## src/sv/depth_tested_triangle_raster_defines.svh

```systemverilog
// ----------------------------------------------------------------------------
// Assertion macros for the depth tested triangle rasterizer
// Shorthand for clocked implication checks, with reset masking.
// ----------------------------------------------------------------------------
`ifndef DEPTH_TESTED_TRIANGLE_RASTER_DEFINES_SVH
`define DEPTH_TESTED_TRIANGLE_RASTER_DEFINES_SVH

// same-cycle implication
`define DTR_ASSERT_NOW(lbl, clk, rst, ante, cons) \
   lbl: assert property (@(posedge clk) disable iff (rst) (ante) |-> (cons)) \
      else $error("assertion failed");

// next-cycle implication
`define DTR_ASSERT_NEXT(lbl, clk, rst, ante, cons) \
   lbl: assert property (@(posedge clk) disable iff (rst) (ante) |=> (cons)) \
      else $error("assertion failed");

`endif

```

## src/sv/dtr_pkg.sv

```systemverilog
// ----------------------------------------------------------------------------
// dtr_pkg
// Shared constants, widths and helpers of the triangle rasterizer.
// ----------------------------------------------------------------------------
package dtr_pkg;

   localparam int TILE_WIDTH  = 8;
   localparam int TILE_HEIGHT = 8;

   // coordinate and index widths
   localparam int XW   = $clog2(TILE_WIDTH);
   localparam int YW   = $clog2(TILE_HEIGHT);
   localparam int NPIX = TILE_WIDTH * TILE_HEIGHT;
   localparam int AW   = $clog2(NPIX);
   // signed width of edge terms (differences and cross products)
   localparam int NW   = XW + YW + 3;

   // weights: 16 fractional bits, up to 1.0 inclusive
   localparam int FRAC = 16;
   localparam int QW   = FRAC + 1;
   localparam int ACCW = 36;

   localparam logic signed [15:0] DEPTH_FAR = 16'sh8000;

   // map signed Q1.15 to pixel position: ((v + 32768) * size) >> 16
   function automatic logic [7:0] to_pix(input logic signed [15:0] v, input int size);
      logic [23:0] p;
      p = 24'({~v[15], v[14:0]}) * 24'(size);
      return p[23:16];
   endfunction

endpackage

```

## src/sv/depth_tested_triangle_raster.sv

```systemverilog
// ----------------------------------------------------------------------------
// depth_tested_triangle_raster
// Rasterizes one triangle per input word into an 8x8 tile with depth test.
// ----------------------------------------------------------------------------
// One triangle is taken at a time and req_tready stays low until its last
// result has been handed to the output register. After setup, every pixel of
// the bounding box gets an edge test, and each inside pixel then runs the
// sequential divider (17 steps) twice (w1, w2), the shared multiplier three
// times for depth and a depth compare; a kept pixel takes one more state to
// be stored. A triangle spanning the whole tile has at most 36 inside pixels.
// Every kept pixel is one result word; a triangle that keeps none gives one
// word with written low. tlast marks the final word.
// ----------------------------------------------------------------------------
`include "depth_tested_triangle_raster_defines.svh"

module depth_tested_triangle_raster
   import dtr_pkg::*;
(
   input  logic         clock,
   input  logic         reset,
   // vert0_x, vert0_y, vert0_z, vert1_x, vert1_y, vert1_z,
   // vert2_x, vert2_y, vert2_z, fill_color
   input  logic [175:0] req_tdata,
   input  logic         req_tvalid,
   output logic         req_tready,
   // pix_x, pix_y, pix_color, pix_depth, two zero pad bits
   output logic [55:0]  rsp_tdata,
   // written
   output logic [0:0]   rsp_tuser,
   output logic         rsp_tlast,
   output logic         rsp_tvalid,
   input  logic         rsp_tready
);

   localparam logic [3:0] S_IDLE   = 4'd0;
   localparam logic [3:0] S_SETUP  = 4'd1;
   localparam logic [3:0] S_EDGE   = 4'd2;
   localparam logic [3:0] S_DIV1   = 4'd3;
   localparam logic [3:0] S_DIV2   = 4'd4;
   localparam logic [3:0] S_MAC0   = 4'd5;
   localparam logic [3:0] S_MAC1   = 4'd6;
   localparam logic [3:0] S_MAC2   = 4'd7;
   localparam logic [3:0] S_MAC3   = 4'd8;
   localparam logic [3:0] S_DEPTH  = 4'd9;
   localparam logic [3:0] S_KEEP   = 4'd10;
   localparam logic [3:0] S_NEXT   = 4'd11;
   localparam logic [3:0] S_FINISH = 4'd12;

   logic [3:0] state_ff, state_in;

   // triangle registers
   logic [XW-1:0]      x0_ff, x1_ff, x2_ff;
   logic [YW-1:0]      y0_ff, y1_ff, y2_ff;
   logic signed [15:0] z0_ff, z1_ff, z2_ff;
   logic [31:0]        color_ff;
   logic [XW-1:0]      xmin_ff, xmax_ff, px_ff, px_in;
   logic [YW-1:0]      ymax_ff, py_ff, py_in;
   logic signed [NW-1:0] ax_ff, ay_ff, bx_ff, by_ff, d_ff;
   logic signed [NW-1:0] n1_ff, n2_ff;
   logic [QW-1:0]      w1_ff, w2_ff;
   logic signed [ACCW-1:0] acc_ff, acc_in;
   logic signed [ACCW-1:0] prod_ff, prod_in;
   logic signed [15:0] znew_ff;

   // pending kept pixel (held back until its last flag is known)
   logic               pend_v_ff, pend_v_in;
   logic [XW-1:0]      pend_x_ff;
   logic [YW-1:0]      pend_y_ff;
   logic signed [15:0] pend_z_ff;

   // output register
   logic               out_v_ff, out_v_in;
   logic [2:0]         out_x_ff, out_y_ff;
   logic [31:0]        out_c_ff;
   logic signed [15:0] out_z_ff;
   logic               out_w_ff, out_l_ff;
   logic               out_load, out_free;
   logic               out_w_in, out_l_in;
   logic [2:0]         out_x_in, out_y_in;
   logic [31:0]        out_c_in;
   logic signed [15:0] out_z_in;

   // accept: map vertices to pixels
   logic [XW-1:0] vx0, vx1, vx2;
   logic [YW-1:0] vy0, vy1, vy2;
   assign vx0 = XW'(to_pix(req_tdata[15:0],    TILE_WIDTH));
   assign vy0 = YW'(to_pix(req_tdata[31:16],   TILE_HEIGHT));
   assign vx1 = XW'(to_pix(req_tdata[63:48],   TILE_WIDTH));
   assign vy1 = YW'(to_pix(req_tdata[79:64],   TILE_HEIGHT));
   assign vx2 = XW'(to_pix(req_tdata[111:96],  TILE_WIDTH));
   assign vy2 = YW'(to_pix(req_tdata[127:112], TILE_HEIGHT));

   // setup: edge vectors, area and bounding box
   logic signed [NW-1:0] sax, say, sbx, sby, e_val;
   logic [XW-1:0] bxmin, bxmax;
   logic [YW-1:0] bymin, bymax;
   always_comb begin
      sax   = NW'(x1_ff) - NW'(x0_ff);
      say   = NW'(y1_ff) - NW'(y0_ff);
      sbx   = NW'(x2_ff) - NW'(x0_ff);
      sby   = NW'(y2_ff) - NW'(y0_ff);
      e_val = sax * sby - sbx * say;
      bxmin = (x0_ff < x1_ff) ? x0_ff : x1_ff;
      bxmin = (bxmin < x2_ff) ? bxmin : x2_ff;
      bxmax = (x0_ff > x1_ff) ? x0_ff : x1_ff;
      bxmax = (bxmax > x2_ff) ? bxmax : x2_ff;
      bymin = (y0_ff < y1_ff) ? y0_ff : y1_ff;
      bymin = (bymin < y2_ff) ? bymin : y2_ff;
      bymax = (y0_ff > y1_ff) ? y0_ff : y1_ff;
      bymax = (bymax > y2_ff) ? bymax : y2_ff;
   end

   // edge terms for the current pixel, sign-corrected to d > 0
   logic signed [NW-1:0] cx, cy, en1, en2;
   logic                 in_tri;
   always_comb begin
      cx  = NW'(px_ff) - NW'(x0_ff);
      cy  = NW'(py_ff) - NW'(y0_ff);
      en1 = bx_ff * cy - cx * by_ff;
      en2 = cx * ay_ff - ax_ff * cy;
      if (d_ff < 0) begin
         en1 = -en1;
         en2 = -en2;
      end
      in_tri = !en1[NW-1] && !en2[NW-1] && ((en1 + en2) <= (d_ff < 0 ? -d_ff : d_ff));
   end

   // shared divider
   logic          div_start, div_busy, div_done;
   logic [NW-1:0] div_num, div_den;
   logic [QW-1:0] div_q;
   assign div_den = (d_ff < 0) ? NW'(-d_ff) : NW'(d_ff);

   dtr_div u_div (
      .clock (clock),
      .reset (reset),
      .start (div_start),
      .num   (div_num),
      .den   (div_den),
      .busy  (div_busy),
      .done  (div_done),
      .quot  (div_q)
   );

   // depth store
   logic [AW-1:0]      idx;
   logic signed [15:0] zrd;
   logic               zwr;
   assign idx = AW'(int'(py_ff) * TILE_WIDTH + int'(px_ff));

   dtr_zbuf u_zbuf (
      .clock   (clock),
      .reset   (reset),
      .rd_addr (idx),
      .rd_data (zrd),
      .wr_en   (zwr),
      .wr_addr (idx),
      .wr_data (znew_ff)
   );

   // shared multiplier operands
   logic signed [QW:0]  mul_w;
   logic signed [15:0]  mul_z;
   logic [QW:0]         w0;
   assign w0 = (QW+1)'(1 << FRAC) - {1'b0, w1_ff} - {1'b0, w2_ff};

   always_comb begin
      case (state_ff)
         S_MAC0:  begin mul_w = $signed(w0);            mul_z = z0_ff; end
         S_MAC1:  begin mul_w = $signed({1'b0, w1_ff}); mul_z = z1_ff; end
         default: begin mul_w = $signed({1'b0, w2_ff}); mul_z = z2_ff; end
      endcase
      prod_in = ACCW'(mul_w) * ACCW'(mul_z);
   end

   // depth: truncate toward zero, saturate
   logic signed [ACCW-FRAC-1:0] zq;
   logic signed [15:0]          zsat;
   always_comb begin
      zq = acc_ff[ACCW-1:FRAC];
      if (acc_ff[ACCW-1] && (acc_ff[FRAC-1:0] != '0)) begin
         zq = zq + 1'b1;
      end
      if (zq > 32767) begin
         zsat = 16'sd32767;
      end else if (zq < -32768) begin
         zsat = DEPTH_FAR;
      end else begin
         zsat = zq[15:0];
      end
   end

   assign out_free = !out_v_ff || rsp_tready;
   logic last_px;
   assign last_px = (px_ff == xmax_ff) && (py_ff == ymax_ff);

   // sequencer
   always_comb begin
      state_in  = state_ff;
      div_start = 1'b0;
      div_num   = n1_ff;
      zwr       = 1'b0;
      out_load  = 1'b0;
      out_w_in  = 1'b1;
      out_l_in  = 1'b0;
      out_x_in  = 3'(pend_x_ff);
      out_y_in  = 3'(pend_y_ff);
      out_c_in  = color_ff;
      out_z_in  = pend_z_ff;
      pend_v_in = pend_v_ff;
      px_in     = px_ff;
      py_in     = py_ff;
      acc_in    = acc_ff;
      case (state_ff)
         S_IDLE: begin
            if (req_tvalid) begin
               state_in = S_SETUP;
            end
         end
         S_SETUP: begin
            px_in = bxmin;
            py_in = bymin;
            state_in = (e_val == '0) ? S_FINISH : S_EDGE;
         end
         S_EDGE: begin
            if (in_tri) begin
               div_start = 1'b1;
               div_num   = en1;
               state_in  = S_DIV1;
            end else begin
               state_in = S_NEXT;
            end
         end
         S_DIV1: begin
            if (div_done) begin
               div_start = 1'b1;
               div_num   = n2_ff;
               state_in  = S_DIV2;
            end
         end
         S_DIV2: begin
            if (div_done) begin
               state_in = S_MAC0;
            end
         end
         S_MAC0: state_in = S_MAC1;
         S_MAC1: begin
            acc_in   = prod_ff;
            state_in = S_MAC2;
         end
         S_MAC2: begin
            acc_in   = acc_ff + prod_ff;
            state_in = S_MAC3;
         end
         S_MAC3: begin
            acc_in   = acc_ff + prod_ff;
            state_in = S_DEPTH;
         end
         S_DEPTH: begin
            state_in = (zsat > zrd) ? S_KEEP : S_NEXT;
         end
         S_KEEP: begin
            if (!pend_v_ff || out_free) begin
               zwr       = 1'b1;
               out_load  = pend_v_ff;
               pend_v_in = 1'b1;
               state_in  = S_NEXT;
            end
         end
         S_NEXT: begin
            if (last_px) begin
               state_in = S_FINISH;
            end else if (px_ff == xmax_ff) begin
               px_in    = xmin_ff;
               py_in    = py_ff + 1'b1;
               state_in = S_EDGE;
            end else begin
               px_in    = px_ff + 1'b1;
               state_in = S_EDGE;
            end
         end
         S_FINISH: begin
            if (out_free) begin
               out_load  = 1'b1;
               out_l_in  = 1'b1;
               pend_v_in = 1'b0;
               if (!pend_v_ff) begin
                  out_w_in = 1'b0;
                  out_x_in = '0;
                  out_y_in = '0;
                  out_c_in = '0;
                  out_z_in = '0;
               end
               state_in = S_IDLE;
            end
         end
         default: state_in = S_IDLE;
      endcase
      out_v_in = out_load ? 1'b1 : (rsp_tready ? 1'b0 : out_v_ff);
   end

   assign req_tready = (state_ff == S_IDLE);

   // control registers
   always_ff @(posedge clock) begin
      if (reset) begin
         state_ff  <= S_IDLE;
         pend_v_ff <= 1'b0;
         out_v_ff  <= 1'b0;
      end else begin
         state_ff  <= state_in;
         pend_v_ff <= pend_v_in;
         out_v_ff  <= out_v_in;
      end
   end

   // datapath registers
   always_ff @(posedge clock) begin
      if (req_tvalid && req_tready) begin
         x0_ff    <= vx0;
         y0_ff    <= vy0;
         z0_ff    <= req_tdata[47:32];
         x1_ff    <= vx1;
         y1_ff    <= vy1;
         z1_ff    <= req_tdata[95:80];
         x2_ff    <= vx2;
         y2_ff    <= vy2;
         z2_ff    <= req_tdata[143:128];
         color_ff <= req_tdata[175:144];
      end
      if (state_ff == S_SETUP) begin
         ax_ff   <= sax;
         ay_ff   <= say;
         bx_ff   <= sbx;
         by_ff   <= sby;
         d_ff    <= -e_val;
         xmin_ff <= bxmin;
         xmax_ff <= bxmax;
         ymax_ff <= bymax;
      end
      if (state_ff == S_EDGE) begin
         n1_ff <= en1;
         n2_ff <= en2;
      end
      if (state_ff == S_DIV1 && div_done) begin
         w1_ff <= div_q;
      end
      if (state_ff == S_DIV2 && div_done) begin
         w2_ff <= div_q;
      end
      if (state_ff == S_DEPTH) begin
         znew_ff <= zsat;
      end
      if (zwr) begin
         pend_x_ff <= px_ff;
         pend_y_ff <= py_ff;
         pend_z_ff <= znew_ff;
      end
      if (out_load) begin
         out_x_ff <= out_x_in;
         out_y_ff <= out_y_in;
         out_c_ff <= out_c_in;
         out_z_ff <= out_z_in;
         out_w_ff <= out_w_in;
         out_l_ff <= out_l_in;
      end
      px_ff   <= px_in;
      py_ff   <= py_in;
      acc_ff  <= acc_in;
      prod_ff <= prod_in;
   end

   assign rsp_tvalid = out_v_ff;
   assign rsp_tdata  = {2'b00, out_z_ff, out_c_ff, out_y_ff, out_x_ff};
   assign rsp_tuser  = out_w_ff;
   assign rsp_tlast  = out_l_ff;

   // checks
   `DTR_ASSERT_NEXT(a_busy_after_accept, clock, reset, req_tvalid && req_tready, !req_tready)
   `DTR_ASSERT_NOW(a_empty_is_last, clock, reset, rsp_tvalid && !rsp_tuser[0], rsp_tlast)
   `DTR_ASSERT_NOW(a_div_idle_on_start, clock, reset, div_start, !div_busy)
   `DTR_ASSERT_NOW(a_no_overwrite, clock, reset, out_load && !rsp_tready, !out_v_ff)

endmodule

```

## src/sv/dtr_div.sv

```systemverilog
// ----------------------------------------------------------------------------
// dtr_div
// Restoring divider, one quotient bit per cycle: q = floor(num * 2^16 / den)
// for 0 <= num <= den, den > 0. Seventeen steps.
// ----------------------------------------------------------------------------
module dtr_div
   import dtr_pkg::*;
(
   input  logic                  clock,
   input  logic                  reset,
   input  logic                  start,
   input  logic [NW-1:0]         num,
   input  logic [NW-1:0]         den,
   output logic                  busy,
   output logic                  done,
   output logic [QW-1:0]         quot
);

   localparam int CNTW = $clog2(QW);

   logic            busy_ff, busy_in;
   logic            done_ff, done_in;
   logic [CNTW-1:0] cnt_ff, cnt_in;
   logic [NW:0]     rem_ff, rem_in;
   logic [QW-1:0]   q_ff, q_in;
   logic [NW:0]     trial;

   // one compare and subtract per cycle
   always_comb begin
      busy_in = busy_ff;
      done_in = 1'b0;
      cnt_in  = cnt_ff;
      rem_in  = rem_ff;
      q_in    = q_ff;
      trial   = (cnt_ff == '0) ? rem_ff : {rem_ff[NW-1:0], 1'b0};
      if (start) begin
         busy_in = 1'b1;
         cnt_in  = '0;
         rem_in  = {1'b0, num};
         q_in    = '0;
      end else if (busy_ff) begin
         if (trial >= {1'b0, den}) begin
            rem_in = trial - {1'b0, den};
            q_in   = {q_ff[QW-2:0], 1'b1};
         end else begin
            rem_in = trial;
            q_in   = {q_ff[QW-2:0], 1'b0};
         end
         cnt_in = cnt_ff + 1'b1;
         if (cnt_ff == CNTW'(QW - 1)) begin
            busy_in = 1'b0;
            done_in = 1'b1;
         end
      end
   end

   always_ff @(posedge clock) begin
      if (reset) begin
         busy_ff <= 1'b0;
         done_ff <= 1'b0;
         cnt_ff  <= '0;
      end else begin
         busy_ff <= busy_in;
         done_ff <= done_in;
         cnt_ff  <= cnt_in;
      end
      rem_ff <= rem_in;
      q_ff   <= q_in;
   end

   assign busy = busy_ff;
   assign done = done_ff;
   assign quot = q_ff;

endmodule

```

## src/sv/dtr_zbuf.sv

```systemverilog
// ----------------------------------------------------------------------------
// dtr_zbuf
// Depth store for the tile: one write and one registered read per cycle.
// Per-entry valid bits make a never-written entry read as farthest depth.
// ----------------------------------------------------------------------------
module dtr_zbuf
   import dtr_pkg::*;
(
   input  logic                    clock,
   input  logic                    reset,
   input  logic [AW-1:0]           rd_addr,
   output logic signed [15:0]      rd_data,
   input  logic                    wr_en,
   input  logic [AW-1:0]           wr_addr,
   input  logic signed [15:0]      wr_data
);

   logic signed [15:0] mem [NPIX];
   logic [NPIX-1:0]    valid_ff;
   logic signed [15:0] mem_rd_ff;
   logic               rd_valid_ff;

   // storage and read port
   always_ff @(posedge clock) begin
      if (wr_en) begin
         mem[wr_addr] <= wr_data;
      end
      mem_rd_ff <= mem[rd_addr];
   end

   // valid bits
   always_ff @(posedge clock) begin
      if (reset) begin
         valid_ff    <= '0;
         rd_valid_ff <= 1'b0;
      end else begin
         if (wr_en) begin
            valid_ff[wr_addr] <= 1'b1;
         end
         rd_valid_ff <= valid_ff[rd_addr];
      end
   end

   assign rd_data = rd_valid_ff ? mem_rd_ff : DEPTH_FAR;

endmodule

```

## config.mk

```make
export PLATFORM = sky130hd
export DESIGN_NAME = depth_tested_triangle_raster
export DESIGN_NICKNAME = d
export VERILOG_FILES = /design/src/sv/dtr_pkg.sv /design/src/sv/depth_tested_triangle_raster.sv /design/src/sv/dtr_div.sv /design/src/sv/dtr_zbuf.sv
export VERILOG_INCLUDE_DIRS = /design/src /design/src/sv
export SDC_FILE = /design/constraint.sdc
export NUM_CORES = 2
export LEC_CHECK = 0
export ABC_CLOCK_PERIOD_IN_PS = 17630
export BUFFER_PORTS_ARGS = -buffer_cell sky130_fd_sc_hd__buf_2
export CORE_MARGIN = 3
export CORE_UTILIZATION = 30
export DETAILED_ROUTE_END_ITERATION = 10
export PLACE_DENSITY = 0.5
export SLEW_MARGIN = 10
export SYNTH_ARGS = -nofsm -noshare
export SYNTH_HDL_FRONTEND = slang
export SYNTH_SLANG_ARGS = --single-unit
export TNS_END_PERCENT = 100
```

## constraint.sdc

```tcl
create_clock -name clock -period 17.63 [get_ports clock]
set_clock_uncertainty 0.05 [all_clocks]
set_input_delay 3.526 -clock clock [delete_from_list [all_inputs] [get_ports clock]]
set_output_delay 3.526 -clock clock [all_outputs]
set_load 0.02 [all_outputs]
```

# Word level (Yosys, flattened, before mapping)
# Memories as Yosys holds them, arrays and structs flattened. A register that Yosys moved wholly into a read port is not among the register bits.
# Index checks and enable logic that the tools add are counted.
[totals] regBits=459 ramBits=1024 out_inout_bits=60 memories=1
[mem_list] memory="u_zbuf.mem" words=64 word_bits=16 rd=1 rd_ports_with_merged_regs=1 write_ports=1 line="dtr_zbuf.sv:18" text="logic signed [15:0] mem [NPIX];"
[classes] addsub=23 multipliers=7 order_cmp=16 eq_ne=22 n_mux=78 bitwise=8 reduce_logical=31
[op_table] cell="16-bit two-way mux" n=6
[op_table] cell="32-bit two-way mux" n=3
[op_table] cell="36-bit case mux with 2 select lines" n=1
[op_table] cell="64-bit bitwise OR" n=1
[op_table] cell="9-bit two-way mux" n=7
[op_table] cell="3-bit two-way mux" n=18
[op_table] cell="4-bit case mux with 13 select lines" n=1
[op_table] cell="4-bit by 4-bit multiplier with 8-bit output" n=6
[op_table] cell="36-bit by 34-bit adder with 36-bit output" n=1
[op_table] cell="9-bit negation" n=4
[op_table] cell="18-bit case mux with 2 select lines" n=1
[op_table] cell="18-bit by 16-bit multiplier with 34-bit output" n=1
[op_table] cell="4-bit two-way mux" n=8
[op_table] cell="16-bit case mux with 2 select lines" n=1
[op_table] cell="3-bit by 3-bit subtractor with 4-bit output" n=6
[op_table] cell="1-bit two-way mux" n=21
[op_table] cell="20-bit by 1-bit adder with 20-bit output, second input constant" n=1
[op_table] cell="4-bit equality test, second input constant" n=5
[op_table] cell="20-bit by 16-bit > comparator with 1-bit output, second input constant" n=1
[op_table] cell="20-bit by 16-bit < comparator with 1-bit output, second input constant" n=1
[op_table] cell="10-bit two-way mux" n=2
[op_table] cell="20-bit two-way mux" n=1
[op_table] cell="9-bit case mux with 2 select lines" n=1
[op_table] cell="17-bit by 17-bit subtractor with 18-bit output, first input constant" n=1
[op_table] cell="41 further kinds" n=86

# Longest topological paths before layout
[logic_depth] ltp_word=11 ltp_mapped=35

# By module
# Synthesis repeated with hierarchy kept, for this count alone.
[unflattened] hier_cells=5508 hier_area_um2=77533.1
[modules_own_cells] mod="dtr_zbuf" n_inst=1 cells_each=1986 area_each_um2=42062.8
[modules_own_cells] mod="depth_tested_triangle_raster" n_inst=1 cells_each=3306 area_each_um2=33439.6
[modules_own_cells] mod="dtr_div" n_inst=1 cells_each=216 area_each_um2=2030.7

# Least setup slack after synthesis
# OpenSTA, ideal clock, no wires.
[synth_path] path_kind="register to register" from="reg w1_ff[1]" to="reg prod_ff[31]" setup_time_ps=120 arrival_time_ps=8273 required_ps=17460 slack_ps=9188 path_stages_with_launch=36 n_path_buf=1 cell_sequence="edfxtp_1 > ha_1 > inv_1 > ha_1 > fa_1 > a21o_1 > a21o_1 > a21boi_1 > o31a_1 > a21boi_0 > o21ai_0 > nand3_1 > nand2_1 > clkbuf_1 > nand2_1 > fa_1 > inv_1 > fa_1 > inv_1 > fa_1 > inv_1 > fa_1 > inv_1 > fa_1 > inv_1 > fa_1 > ha_1 > a21o_1 > a21o_1 > a21o_1 > nor2_1 > a31oi_1 > a311o_1 > a211oi_2 > nor4b_1 > a211o_1"
[synth_via] elab_chain_cells=4
[synth_rtl] element="start: declaration" line="depth_tested_triangle_raster.sv:60" text="logic [QW-1:0] w1_ff, w2_ff;"
[synth_rtl] element="start signal: assignment" line="depth_tested_triangle_raster.sv:346" text="w1_ff <= div_q;"
[synth_rtl] element="17-bit by 17-bit subtractor with 18-bit output" line="depth_tested_triangle_raster.sv:165" text="assign w0 = (QW+1)'(1 << FRAC) - {1'b0, w1_ff} - {1'b0, w2_ff};"
[synth_rtl] element="18-bit by 17-bit subtractor with 18-bit output" line="depth_tested_triangle_raster.sv:165"
[synth_rtl] element="18-bit case mux with 2 select lines *" line="depth_tested_triangle_raster.sv:168" text="case (state_ff)"
[synth_rtl] element="18-bit by 16-bit multiplier with 34-bit output *" line="depth_tested_triangle_raster.sv:173" text="prod_in = ACCW'(mul_w) * ACCW'(mul_z);"
[synth_rtl] element="net prod_in[31]" line="depth_tested_triangle_raster.sv:62" text="logic signed [ACCW-1:0] prod_ff, prod_in;"
[synth_rtl] element="end signal: assignment" line="depth_tested_triangle_raster.sv:370" text="prod_ff <= prod_in;"
[synth_rtl] element="end: declaration" line="depth_tested_triangle_raster.sv:62"
# Mark *: on every way through the listed nets, which the timed path passes. The rest lies on a longest branch.
# A chain may end at the register's enable or synchronous reset.

# Worst setup path in the final report
# Same ends and word-level chain as after synthesis.

==> results.toml <==
[outcome]
status = "finished clean"

[final_layout]
layout-drive-gt1-share_pct = 10.8
syn2layout_area_growth_pct = 14.0
finalNetCount = 6726

[clocking]
cts_resized = 0
clkSinkCount = 1491
htree_levels = 4
hold_buffers = 0
clock_latency_ps = 810
root_buffer = "clkbuf_16"
cts_tree = "yes"
clkTransAtPathRegs_ps = 60
cts_buffers = 155
clockBufferDepth = 3
post_cts.repair.setup_buffers = 0

[critical_path]
crit_slowest_cell = "fa_1"
r2r-start = "w1_ff[1]"
path_common_cell = "fa_1"
crit_buf_inv = 6
cpPeakStageDelay_ps = 560
crit_type = "reg2reg"
rr_worst_depth = 34
ff2ff_setup_slack_ps = 8120
crit_path_end_kind = "flop"
crit_path_start = "w1_ff[1]"
r2r-end = "prod_ff[31]"
cp_max_fo = 11
path_depth = 34
path_delay_family = "adder cells"
critPathRequiredTime_ps = 18230
critPathLaunchType = "flop"
cp.arrival_ps = 10110
cp-endpoint = "prod_ff[31]"

[synth]
synth-simple-area-share_pct = 8.40
synth.distinct_cells = 96
synthCells = 5640
synthMuxAreaShare_pct = 0.621
synth_xor_area_share_pct = 2.23
synth-edff-count = 1345
yosysSeqAreaShare_pct = 58.3
ys_ff_latch = 1491
synthFlopType = "edfxtp_1"
synth_area_mm2 = 0.0743
yosysWarnings = 0
synth_area_per_cell_um2 = 13.2
synthTopCellsByCount = "edfxtp_1, inv_1, a22oi_1"
synth_top_family_by_area = "adder cells"
synth-compound-area-share_pct = 11.3
synthAdderAreaFrac_pct = 15.4
synthArstFlopShare_pct = 0
synth.most_common_cell = "edfxtp_1"
synth_top_area_share_pct = 54.3
synth_largest_area_cell = "edfxtp_1"
synth.area.top_cells = "edfxtp_1, fa_1, ha_1, a22oi_1, dfxtp_1"

[timing]
hold_viol = 0
fmax_ghz = 0.105
slew_headroom_pct = 16.9
setup_viol = 0
min_period_ps = 9510
rsz0062_at_grt = "no"
min_period_over_period_pct = 53.9
slew_violations = 0
fin_setup_tns_ps = 0
finalWorstSetupSlack_ps = 8120
worst_pin_slew_ps = 1250

[floorplanning]
fp.dieH_um = 504
row_count = 182
initial_core_util_pct = 30.2
fp.coreArea_mm2 = 0.246
ios = 240
dieArea_mm2 = 0.254
die_width_um = 504

[route]
drc = 0
vias = 46266
wl_um = 201000
routedWlPerCell_um = 21.7
firstDrtPassIters = 5
vias_per_cell = 4.98
drt_iter0_drc = 3921
ant_nets = 0

[place]
portBuffers = 159
pre_cts_ws_ps = 8120
hpwl_um = 129000
place_congestion = 0.823

[global_routing]
grt_antenna_before_repair = 11
grt_overflow = 0
gr-usage-all-layers_pct = 15.5
grt_pass1_vias = 46518
grt_pass1_wl_um = 301000
grt_max_degree = 114

[worst_hold_path]
hold_class = "reg2reg"

[flow_run]
drv_cap = 0
[stage by stage]
step	util, %	hold WS [ps]	area (um^2)	cells
floorplan	-	375	74300	5641
global placement	32.3	387	79600	9005
detailed placement	32.3	395	79600	9005
CTS	34.4	393	84700	9291
global route	34.4	409	84700	9293
finish	34.4	400	84700	9293
[final cells by class]
cell class / count / area [um^2]
Fill cell: 23919 / 161000
Sequential cell: 1491 / 43300
Tap cell: 3312 / 4140
Antenna cell: 1 / 2.50
Clock inverter: 80 / 823
Clock buffer: 206 / 4270
Multi-Input combinational cell: 3417 / 28500
Inverter: 497 / 1870
Timing Repair Buffer: 289 / 1840
[flip-flops by register name (all words and copies together), names as in the netlist, 5 cells and up]
signal / cells
d_ff: 9
u_div.rem_ff: 10
n2_ff: 9
z0_ff: 16
w2_ff: 17
prod_ff: 34
u_zbuf.mem_rd_ff: 16
z2_ff: 16
w1_ff: 17
u_div.quot: 17
pend_z_ff: 16
acc_ff: 36
u_zbuf.mem: 1024
u_div.cnt_ff: 5
out_c_ff: 32
z1_ff: 16
color_ff: 32
znew_ff: 16
out_z_ff: 16
u_zbuf.valid_ff: 64
[worst min path at each step]
stage,from,end,slack [ps],cells after the start
after global routing,znew_ff[9],pend_z_ff[9],410,0
after detailed placement,u_div.quot[16],w2_ff[16],390,0
final,znew_ff[9],pend_z_ff[9],400,0
after global placement,znew_ff[7],pend_z_ff[7],390,0
after CTS,znew_ff[9],pend_z_ff[9],390,0
after floorplan,u_div.quot[16],w1_ff[16],370,0
[placed cells by master (no fill, tap or decap), types with 36 or more instances in the layout]
cell,instances
edfxtp_1,1345
a21oi_1,189
inv_1,493
and2_1,53
a31oi_1,65
a221oi_1,69
clkbuf_16,159
nand3_1,69
o21ai_0,63
a21o_1,72
xor2_1,65
buf_2,158
a22oi_1,462
nand2_1,368
nor2_2,44
xnor2_1,124
ha_1,327
fa_1,368
buf_4,125
nand2b_1,36
a22o_1,67
dfxtp_1,146
nor2b_1,101
clkbuf_1,36
nor2_1,402
nand4_1,103
[metal layers]
layer | global-route usage, % | share of wire [%] | vias up | wire length [um]
met4 | 3.34 | 1.8 | 0 | 3600
met5 | 0 | 0 | - | 0
met3 | 2.65 | 6.0 | 214 | 12100
li1 | - | - | 21098 | -
met2 | 25.0 | 47 | 1221 | 94400
met1 | 21.9 | 45 | 23733 | 91300
[cells by family (layout without fill, tap and decap cells)]
family	Yosys count	in the layout
other	1	3
buffers and inverters	733	1072
muxes	44	44
and+or+nand+nor	1313	1313
adders and majority gates	695	695
xor gates and xnor gates	189	189
AOI/OAI and AO/OA	1174	1174
DFF	1491	1491
Power is left out: the tool's default activity adds up to more than one toggle a clock period on the data nets, which glitch-free logic cannot reach.
